**config.mk**
```make
export PLATFORM = sky130hd
export DESIGN_NAME = psf_skid
export DESIGN_NICKNAME = d
export VERILOG_FILES = /design/src/hdl/psf_pkg.sv /design/src/hdl/psf_skid.sv
export SDC_FILE = /design/constraint.sdc
export NUM_CORES = 1
export LEC_CHECK = 0
export ABC_AREA = 0
export BUFFER_PORTS_ARGS = -buffer_cell sky130_fd_sc_hd__buf_2
export CORE_UTILIZATION = 29
export CTS_CLUSTER_DIAMETER = 120
export DETAILED_ROUTE_END_ITERATION = 12
export GPL_ROUTABILITY_DRIVEN = 0
export GPL_TIMING_DRIVEN = 0
export HOLD_SLACK_MARGIN = 0.05
export PLACE_DENSITY_LB_ADDON = 0.25
export SYNTH_ARGS = -nofsm -noshare
export SYNTH_HDL_FRONTEND = slang
export SYNTH_SLANG_ARGS = --single-unit
```
**constraint.sdc**
```tcl
create_clock -name clk -period 3.31 [get_ports clk]
set_clock_uncertainty 0.05 [all_clocks]
set_input_delay 0.331 -clock clk [delete_from_list [all_inputs] [get_ports clk]]
set_output_delay 0.331 -clock clk [all_outputs]
set_load 0.01 [all_outputs]
```
**src/hdl/psf_pkg.sv**
```systemverilog
`timescale 1ns / 1ps
package psf_pkg;

  localparam int CFG_W         = 32;
  localparam int ADDR_W        = 5;
  localparam int COORD_FIELD_W = 32;
  localparam int COORD_WIDTH_DEF = 32;
  localparam int FRAC_BITS     = 16;
  localparam int QUO_W         = 32;
  localparam int FORCE_W       = 32;

  localparam logic [CFG_W-1:0] RST_REST_BB   = 32'd32768;
  localparam logic [CFG_W-1:0] RST_REST_RUNG = 32'd72090;
  localparam logic [CFG_W-1:0] RST_BOND_K    = 32'd6553600;
  localparam logic [CFG_W-1:0] RST_HARD_K    = 32'd6553600;
  localparam logic [CFG_W-1:0] RST_CUTOFF    = 32'd26214;

  localparam logic [QUO_W-1:0] POS_LIMIT = 32'h7FFF_FFFF;
  localparam logic [QUO_W-1:0] NEG_LIMIT = 32'h8000_0000;

  typedef enum logic [1:0] {
    CMD_BACKBONE = 2'd0,
    CMD_RUNG     = 2'd1,
    CMD_NONBOND  = 2'd2,
    CMD_UNUSED   = 2'd3
  } cmd_t;

  typedef enum logic [2:0] {
    REG_REST_BB   = 3'd0,
    REG_REST_RUNG = 3'd1,
    REG_BOND_K    = 3'd2,
    REG_HARD_K    = 3'd3,
    REG_CUTOFF    = 3'd4
  } reg_idx_t;

  typedef struct packed {
    logic [CFG_W-1:0]   rest_bb;
    logic [CFG_W-1:0]   rest_rung;
    logic [CFG_W-1:0]   bond_k;
    logic [CFG_W-1:0]   hard_k;
    logic [CFG_W-1:0]   cutoff;
    logic [2*CFG_W-1:0] cutoff_sq;
  } cfg_t;

endpackage

```
**src/hdl/psf_skid.sv**
```systemverilog
`timescale 1ns / 1ps
// Output register plus one skid entry; ready is a register.
module psf_skid import psf_pkg::*; #(
  parameter int W = 8
) (
  input  logic         clk,
  input  logic         rst,
  input  logic         in_valid,
  input  logic [W-1:0] in_data,
  output logic         ready,
  output logic         out_valid,
  input  logic         out_ready,
  output logic [W-1:0] out_data
);

  logic         skid_valid;
  logic [W-1:0] skid_data;
  logic         push, pop;

  assign ready = ~skid_valid;
  assign push  = in_valid & ~skid_valid;
  assign pop   = out_valid & out_ready;

  always_ff @(posedge clk) begin
    if (rst) begin
      out_valid  <= 1'b0;
      skid_valid <= 1'b0;
    end else if (skid_valid) begin
      if (pop) begin
        skid_valid <= 1'b0;
      end
    end else if (push) begin
      if (!out_valid || pop) begin
        out_valid <= 1'b1;
      end else begin
        skid_valid <= 1'b1;
      end
    end else if (pop) begin
      out_valid <= 1'b0;
    end
  end

  always_ff @(posedge clk) begin
    if (skid_valid) begin
      if (pop) begin
        out_data <= skid_data;
      end
    end else if (push) begin
      if (!out_valid || pop) begin
        out_data <= in_data;
      end else begin
        skid_data <= in_data;
      end
    end
  end

endmodule

```
==> key figures <==
Floorplan
  – Die Wd: 50.9 µm
  – Starting Density: 31.0%
  – Area of the core: 2230 µm²
  – DIE AREA: 2590 µm²
  – I/O Pins: 22
  – Die height: 50.9 µm
  – Num rows: 17

Logic synthesis
  – Sequential area share after synthesis: 75.1%
  – Post-synth ARST share: 0%
  – Main synth FF type: edfxtp_1
  – Average size of a mapped cell: 18.2 µm²
  – Synth Area in Simple Gates: 3.43%
  – Mux cell area share after synthesis: 14.4%
  – Synth cell types: 12
  – Yosys reg bits: 18
  – Post-Synth Adder-Cell Area: 0%
  – XOR/XNOR Fraction of Synth Area: 0%
  – Post-synth EDFFs: 16
  – Top cells by area, synth: edfxtp_1, mux2_2, dfxtp_1
  – Synthesized cell area: 693 µm²
  – Share of the synthesized area in the top cell type: 69.3%
  – Synth cell count leaders: edfxtp_1, mux2_2, inv_1
  – Yosys warning count: 0
  – Post-synth net total: 50
  – Compound-Gate Fraction of Synth Area: 3.79%
  – Count leader, synth: edfxtp_1
  – Syn Inst Count: 38
  – Largest family of logic cells by synthesized area: multiplexers
  – Yosys top cell by area: edfxtp_1

Timing
  – Final hold violation count: 0
  – Max Clk Rate: 0.588 GHz
  – Minimum clock period: 1700 ps
  – Part of the cycle the worst path needs: 51.3%
  – Hold WS: 180 ps
  – Worst Tran Pin Value: 772 ps
  – Fin Setup TNS: 0 ps
  – RSZ-0062 raised after global routing: no
  – Rel. slew slack: 48.5%
  – Fin. max-slew vios: 0
  – # setup viols final: 0

Clock network
  – Hold buffer count at CTS: 0
  – Setup bufs post-CTS: 0
  – Clock root cell: clkbuf_4
  – CTS tree: built
  – Clk sinks: 18
  – Cts repair resizes: 0
  – CTS buffer count: 3
  – Clk pin slew, worst setup/hold paths: 100 ps
  – Htree depth: 1
  – Worst-Skew Late Latency: 280 ps
  – Max Root-Sink Buffers: 2

Critical path
  – Worst R2R Start: skid_valid
  – WS Path Type: register to register
  – Worst Path Required: 3180 ps
  – Crit-path max FO: 10
  – R2r worst-path depth: 3
  – Critical Path Source Type: register
  – RR Endpoint: out_data[3]
  – Critical Path AT: 1570 ps
  – Setup crit end kind: register
  – R2r setup slk: 1610 ps
  – Worst Setup SP: skid_valid

Finish
  – # diodes: 0
  – Nets: 76
  – Layout cells sized above 1: 54.0%
  – P&R area growth vs syn: 24.0%

Route
  – Routed len/inst: 11.4 µm
  – Vias/cell: 4.37
  – Detail Route Antenna Nets: 0
  – Initial drt markers: 20
  – DRC Markers: 0
  – Final wirelength: 1.04 mm
  – Total number of vias: 398
  – First-pass iteration count of the detailed router: 3

Global route
  – GRT Util Overall: 9.07%
  – First-pass GRT wire length: 1.60 mm
  – Gr ovfl total: 0
  – Initial antenna violation count: 0
  – Largest net degree at the start of global routing: 11
  – Vias in the first global route: 342

Pwr
  – Flop pwr share: 63.7%
  – PwrDens: 491 nW/µm²
  – Power Internal: 331 µW
  – Logic pwr share: 11.3%
  – Switch share: 21.5%
  – Worst vdd ir: 0.192 mV
  – Leakage: 0.000327 µW
  – Switching power: 90.5 µW
  – Clock power share: 25.0%

Outcome
  – Status: finished clean

Worst hold path
  – Hold-critical path depth: 1
  – Hold Path Origin: in_data[1]
  – Hold endpoint: skid_data[1]
  – HP Class: input port to register

Place
  – # port buffers: 21

Flow run
  – Number of max-cap violations: 0
[sequential cells by signal (all words and copies together), names as in the netlist]
signal / flops
skid_data: 8
out_data: 8
out_valid: 1
skid_valid: 1
[cells in the final DEF, fill, tap and decap left out]
master and n:
a211oi_1 1, a21oi_1 2, and2b_2 1, and4_1 1, buf_2 21, buf_6 1, clkbuf_4 3, clkinv_1 1
dfxtp_1 2, edfxtp_1 16, inv_1 3, mux2_2 8, mux2i_1 1, nand2b_1 1, o32ai_1 1
[power groups by stage]
stage	registers (µW)	logic, µW	clock network [µW]
floorplan	279	21.5	0
global placement	274	48.2	0
detailed placement	274	48.7	0
CTS	269	48.9	114
global route	270	52.2	123
finish	269	47.7	105
[worst max-delay path by stage]
stage,to,cells past startpoint
3_5_place_dp,out_data[7],3
2_1_floorplan,out_data[0],3
5_1_grt,out_data[0],3
6_report,out_data[3],3
3_3_place_gp,out_data[7],3
4_1_cts,out_data[4],3
[metal layers]
layer / GRT usage, % / wire length [µm] / vias up
met5: 0 / 0 / -
met1: 12.1 / 450 / 186
li1: - / - / 196
met2: 12.0 / 503 / 16
met3: 2.98 / 87 / 0
met4: 6.94 / 0 / 0
[area by class of cell]
class                      count  area, µm²
buffer                         1       11.3
clock buffer                   3       22.5
clock inverter                 1       3.75
fill                         227       1370
inverter                       3       11.3
multi-input combinational     16        150
sequential                    18        520
tap                           28       35.0
timing repair buffer          21        105
[worst max-delay path, cell delays in order (launching register included)]
cell,delay (ps)
dfxtp_1,420
buf_6,180
mux2i_1,80
a21oi_1,610
[stage by stage]
step	cells	instance area, µm²	utilization (%)	total power, µW	setup WS [ps]
after floorplan	38	693	-	300	1850
after global placement	87	833	37.3	322	1550
after detailed placement	87	833	37.3	323	1560
after CTS	91	860	38.5	432	1540
after global routing	91	860	38.5	446	1460
final	91	860	38.5	422	1610
[logic make-up after synthesis]
group	Yosys count
flip-flops	18
multiplexers	9
AO/OA/AOI/OAI	4
buffers and inverters	4
AND/OR/NAND/NOR	3
(Power assumes the default switching activity.)
