## src/hdl/psf_pkg.sv

```systemverilog
`timescale 1ns / 1ps
package psf_pkg;

  localparam int CFG_W         = 32;
  localparam int ADDR_W        = 5;
  localparam int COORD_FIELD_W = 32;
  localparam int COORD_WIDTH_DEF = 32;
  localparam int FRAC_BITS     = 16;
  localparam int QUO_W         = 32;
  localparam int FORCE_W       = 32;

  localparam logic [CFG_W-1:0] RST_REST_BB   = 32'd32768;
  localparam logic [CFG_W-1:0] RST_REST_RUNG = 32'd72090;
  localparam logic [CFG_W-1:0] RST_BOND_K    = 32'd6553600;
  localparam logic [CFG_W-1:0] RST_HARD_K    = 32'd6553600;
  localparam logic [CFG_W-1:0] RST_CUTOFF    = 32'd26214;

  localparam logic [QUO_W-1:0] POS_LIMIT = 32'h7FFF_FFFF;
  localparam logic [QUO_W-1:0] NEG_LIMIT = 32'h8000_0000;

  typedef enum logic [1:0] {
    CMD_BACKBONE = 2'd0,
    CMD_RUNG     = 2'd1,
    CMD_NONBOND  = 2'd2,
    CMD_UNUSED   = 2'd3
  } cmd_t;

  typedef enum logic [2:0] {
    REG_REST_BB   = 3'd0,
    REG_REST_RUNG = 3'd1,
    REG_BOND_K    = 3'd2,
    REG_HARD_K    = 3'd3,
    REG_CUTOFF    = 3'd4
  } reg_idx_t;

  typedef struct packed {
    logic [CFG_W-1:0]   rest_bb;
    logic [CFG_W-1:0]   rest_rung;
    logic [CFG_W-1:0]   bond_k;
    logic [CFG_W-1:0]   hard_k;
    logic [CFG_W-1:0]   cutoff;
    logic [2*CFG_W-1:0] cutoff_sq;
  } cfg_t;

endpackage

```

## src/hdl/psf_cfg.sv

```systemverilog
`timescale 1ns / 1ps
module psf_cfg import psf_pkg::*; (
  input  logic              clk,
  input  logic              rst,
  input  logic              psel,
  input  logic              penable,
  input  logic              pwrite,
  input  logic [ADDR_W-1:0] paddr,
  input  logic [CFG_W-1:0]  pwdata,
  output logic [CFG_W-1:0]  prdata,
  output logic              pready,
  output cfg_t              cfg
);

  logic [CFG_W-1:0]   rest_bb, rest_rung, bond_k, hard_k, cutoff;
  logic [2*CFG_W-1:0] cutoff_sq;
  reg_idx_t           idx;
  logic               wr;

  assign pready = 1'b1;
  assign idx    = reg_idx_t'(paddr[ADDR_W-1:2]);
  assign wr     = psel & penable & pwrite;

  always_ff @(posedge clk) begin
    if (rst) begin
      rest_bb   <= RST_REST_BB;
      rest_rung <= RST_REST_RUNG;
      bond_k    <= RST_BOND_K;
      hard_k    <= RST_HARD_K;
      cutoff    <= RST_CUTOFF;
    end else if (wr) begin
      case (idx)
        REG_REST_BB:   rest_bb   <= pwdata;
        REG_REST_RUNG: rest_rung <= pwdata;
        REG_BOND_K:    bond_k    <= pwdata;
        REG_HARD_K:    hard_k    <= pwdata;
        REG_CUTOFF:    cutoff    <= pwdata;
        default: ;
      endcase
    end
  end

  // squared cutoff is a registered copy of the cutoff register, squared
  always_ff @(posedge clk) begin
    cutoff_sq <= (2*CFG_W)'(cutoff) * (2*CFG_W)'(cutoff);
  end

  always_comb begin
    case (idx)
      REG_REST_BB:   prdata = rest_bb;
      REG_REST_RUNG: prdata = rest_rung;
      REG_BOND_K:    prdata = bond_k;
      REG_HARD_K:    prdata = hard_k;
      REG_CUTOFF:    prdata = cutoff;
      default:       prdata = '0;
    endcase
  end

  assign cfg = '{rest_bb: rest_bb, rest_rung: rest_rung, bond_k: bond_k,
                 hard_k: hard_k, cutoff: cutoff, cutoff_sq: cutoff_sq};

endmodule

```

## config.mk

```make
export PLATFORM = sky130hd
export DESIGN_NAME = psf_cfg
export DESIGN_NICKNAME = d
export VERILOG_FILES = /design/src/hdl/psf_pkg.sv /design/src/hdl/psf_cfg.sv
export SDC_FILE = /design/constraint.sdc
export NUM_CORES = 2
export LEC_CHECK = 0
export ABC_AREA = 1
export BUFFER_PORTS_ARGS = -buffer_cell sky130_fd_sc_hd__buf_2
export CAP_MARGIN = 20
export CORE_MARGIN = 5
export CORE_UTILIZATION = 39
export CTS_BUF_LIST = sky130_fd_sc_hd__clkbuf_2
export CTS_CLUSTER_SIZE = 28
export DETAILED_ROUTE_END_ITERATION = 7
export PLACE_DENSITY = 0.59
export REMOVE_ABC_BUFFERS = 1
export SLEW_MARGIN = 5
export SYNTH_ARGS = -nofsm -noshare
export SYNTH_HDL_FRONTEND = slang
export SYNTH_SLANG_ARGS = --single-unit
```

## constraint.sdc

```tcl
create_clock -name clk -period 14.6 [get_ports clk]
set_input_delay 0.73 -clock clk [delete_from_list [all_inputs] [get_ports clk]]
set_output_delay 0.73 -clock clk [all_outputs]
set_load 0.02 [all_outputs]
```

==> run summary <==
outcome -> complete, no violations
Tmin final -> 7640 ps
crit path capture type -> flip-flop
layout filler cell count -> 10235
via count -> 31740
max-cap violations -> 0
Avg Cell Area, Syn -> 7.87 µm²
setup TNS -> 0 ps
Die Width -> 328 µm
final hold violations -> 0
Req. time, crit path -> 15480 ps
flops & latches, synth -> 223
worst-margin pin slew -> 1130 ps
Sequential Area -> 4490 µm²
post-cts resize count -> 0
fin. max-slew vios -> 0
Synth Instances -> 5009
Layout Cell Area excl Fill -> 43000 µm²
drt drc -> 0
EDFF count, synth -> 0
largest net degree at the start of global routing -> 80
global route overflow -> 0
Seq/Total Area, Yosys -> 11.3%
vias per cell -> 4.81
initial antenna violation count -> 5
Final Setup Violations -> 0
drt first pass iters -> 6
hold slack -> 328 ps
DPL Wire Length -> 96400 µm
Antenna Nets Post-Route -> 0
Core Area -> 100000 µm²
Ys Warns -> 0
vias in the first global route -> 33638
Startpoint Class -> flip-flop
Cell Pwr Density -> 64.6 nW/µm²
Final period util -> 52.4%
Clock Skew -> 120 ps
max_slew headroom -> 24.7%
IO buf count -> 294
Layout Utilization -> 42.9%
CP delay by family, top -> adder cells
Routed WL -> 121000 µm
TritonCTS Buffers -> 57
cells along the critical path -> buf_4 -> nand2_1 -> fa_1 -> inv_1 -> fa_1 -> fa_1 -> inv_1 -> fa_1 -> inv_1 -> fa_1 -> fa_1 -> fa_1 -> inv_1 -> fa_1 -> inv_1 -> ha_1 -> nand2_1 -> nor2_1 -> nand2_1 -> nor2_1 -> and3_1 -> nand2_1 -> nand3_1 -> nand2_1
CP arrival -> 8530 ps
RSZ-0062 raised after global routing -> false
Worst VDD drop -> 0.0000764 V
GRT Resource Usage Total -> 22.9%
clk_lat worst skew -> 1110 ps
Area Overhead vs Synth -> 9.08%
Main synth FF type -> dfxtp_1
first-pass GRT wire length -> 192000 µm
synth unique cells -> 43
Clock transition at path regs -> 110 ps
Root Driver -> clkbuf_2
worst hold path class -> input port to flip-flop
slowest stage delay, CP -> 790 ps
layout cells sized above 1 -> 9.33%
NumNets Final -> 6381
Worst Path Max Fanout -> 20
RD Place Congestion -> 0.934
setup ws final -> 6960 ps
fmax -> 131 MHz
critical path class -> flip-flop to flip-flop
H-tree depth -> 2
CTS tree -> done
Placement Cell Area -> 42000 µm²
Leak -> 0.0262 µW
# rows -> 116
initial core utilization -> 39.4%
IO Count -> 299
Synth async-reset ratio -> 0%
area of the multi-input gates -> 28700 µm²
Critical path buffers and inverters -> 6
die area -> 108000 µm²
clk sink count -> 223
post-synthesis cell area -> 39400 µm²
DIE HEIGHT -> 328 µm
WL/cell -> 18.4 µm
CP max stage cell -> dfxtp_1
clock tree buffer depth -> 3
most frequent CP cell -> fa_1
Place WS -> 6990 ps
drt initial violations -> 2187
[final cells by class]
class                      count  share of cell area, %
sequential                   223                   10.5
clock inverter                33                  0.605
multi-input combinational   3140                   66.7
timing repair buffer         359                   4.75
clock buffer                  73                  0.850
inverter                    1467                   12.8
antenna                        9                 0.0524
tap                         1298                   3.78
[what timing repair did]
| item | CTS | global route |
|---|---|---|
| buffers inserted | 0 | 0 |
| endpoints found under the setup margin | 0 | 0 |
| hold buffers | 33 | 0 |
| endpoints found under the hold margin | 159 | 0 |
[cell usage after synthesis, types with 6 or more instances]
| library cell | number | share of area [%] |
|---|---|---|
| nand3_1 | 88 | 1.1 |
| o2111ai_1 | 6 | 0.13 |
| buf_2 | 22 | 0.28 |
| a22oi_1 | 13 | 0.25 |
| xnor2_1 | 15 | 0.33 |
| nor3_1 | 16 | 0.20 |
| a21oi_2 | 10 | 0.22 |
| nor2_2 | 7 | 0.11 |
| o21bai_1 | 29 | 0.55 |
| or2_2 | 6 | 0.095 |
| nand4_1 | 23 | 0.37 |
| xor2_1 | 62 | 1.4 |
| ha_1 | 299 | 9.5 |
| buf_6 | 7 | 0.20 |
| nand2_1 | 1177 | 11 |
| o21ai_0 | 105 | 1.3 |
| inv_2 | 11 | 0.10 |
| nand2_2 | 6 | 0.095 |
| fa_1 | 792 | 40 |
| buf_4 | 6 | 0.11 |
| a21oi_1 | 69 | 0.88 |
| buf_1 | 11 | 0.10 |
| inv_1 | 1453 | 14 |
| nor2_1 | 329 | 3.1 |
| clkbuf_1 | 133 | 1.3 |
| dfxtp_1 | 223 | 11 |
| a221o_1 | 13 | 0.33 |
| a31o_2 | 6 | 0.13 |
| o21ai_1 | 39 | 0.50 |
[placed cells by master, fill, tap and decap left out, types with 23 or more instances in the layout]
| cell type | n |
|---|---|
| o21bai_1 | 29 |
| o21ai_0 | 105 |
| o21ai_1 | 39 |
| dfxtp_2 | 24 |
| inv_1 | 1452 |
| buf_4 | 32 |
| nor2_1 | 329 |
| xor2_1 | 62 |
| buf_2 | 294 |
| ha_1 | 299 |
| a21oi_1 | 69 |
| clkinv_1 | 23 |
| nand2_1 | 1176 |
| dfxtp_1 | 199 |
| nand3_1 | 88 |
| dlygate4sd3_1 | 33 |
| clkbuf_2 | 73 |
| nand4_1 | 23 |
| fa_1 | 792 |
[state kept, by name (all words and copies together) (netlist names)]
signal / count
bond_k: 32
cutoff: 32
cutoff_sq: 63
hard_k: 32
rest_bb: 32
rest_rung: 32
[final timing paths]
kind	slack, ps	cells past startpoint	to	startpoint
worst min register to register	440	0	cutoff_sq[0]	cutoff[0]
worst min-delay path	330	5	cutoff[14]	penable
worst max register to register	6960	24	cutoff_sq[62]	cutoff[16]
worst max-delay path	6960	24	cutoff_sq[62]	cutoff[16]
[worst min-delay path, stage by stage]
cell     delay [ps]
buf_2           100
nand3_1         210
nor2_4          200
nand2_1          90
nand3_1          70
[cell families after synthesis]
group / share of synthesized area [%]
buf+inv: 15.9
fa+ha+maj: 49.7
other cells: 0.0191
xor+xnor: 1.71
simple gates: 16.7
compound gates: 4.55
flops: 11.3
[where the power goes]
part	leakage (µW)	total, µW	internal [µW]	switching (µW)
registers	0.00182	690	670	19.9
logic	0.0239	1570	472	1100
clock network	0.000430	521	218	303
total	0.0262	2780	1360	1420
[through the flow]
step | total power, µW | std cells
floorplan | 1660 | 4830
global placement | 2260 | 6454
detailed placement | 2260 | 6454
CTS | 2800 | 6593
global route | 3010 | 6594
finish | 2780 | 6602
[routing by layer]
layer  share of wire [%]  wire length [µm]  vias up  GRT usage [%]
met5                   0                 0        -              0
met4                 3.1              3810        0           6.56
met3                 6.6              8020      195           3.81
met2                  47             57100     1027           38.6
met1                  43             52200    15639           30.6
li1                    -                 -    14879              -
Note: power is estimated with default switching activity, not from simulation.
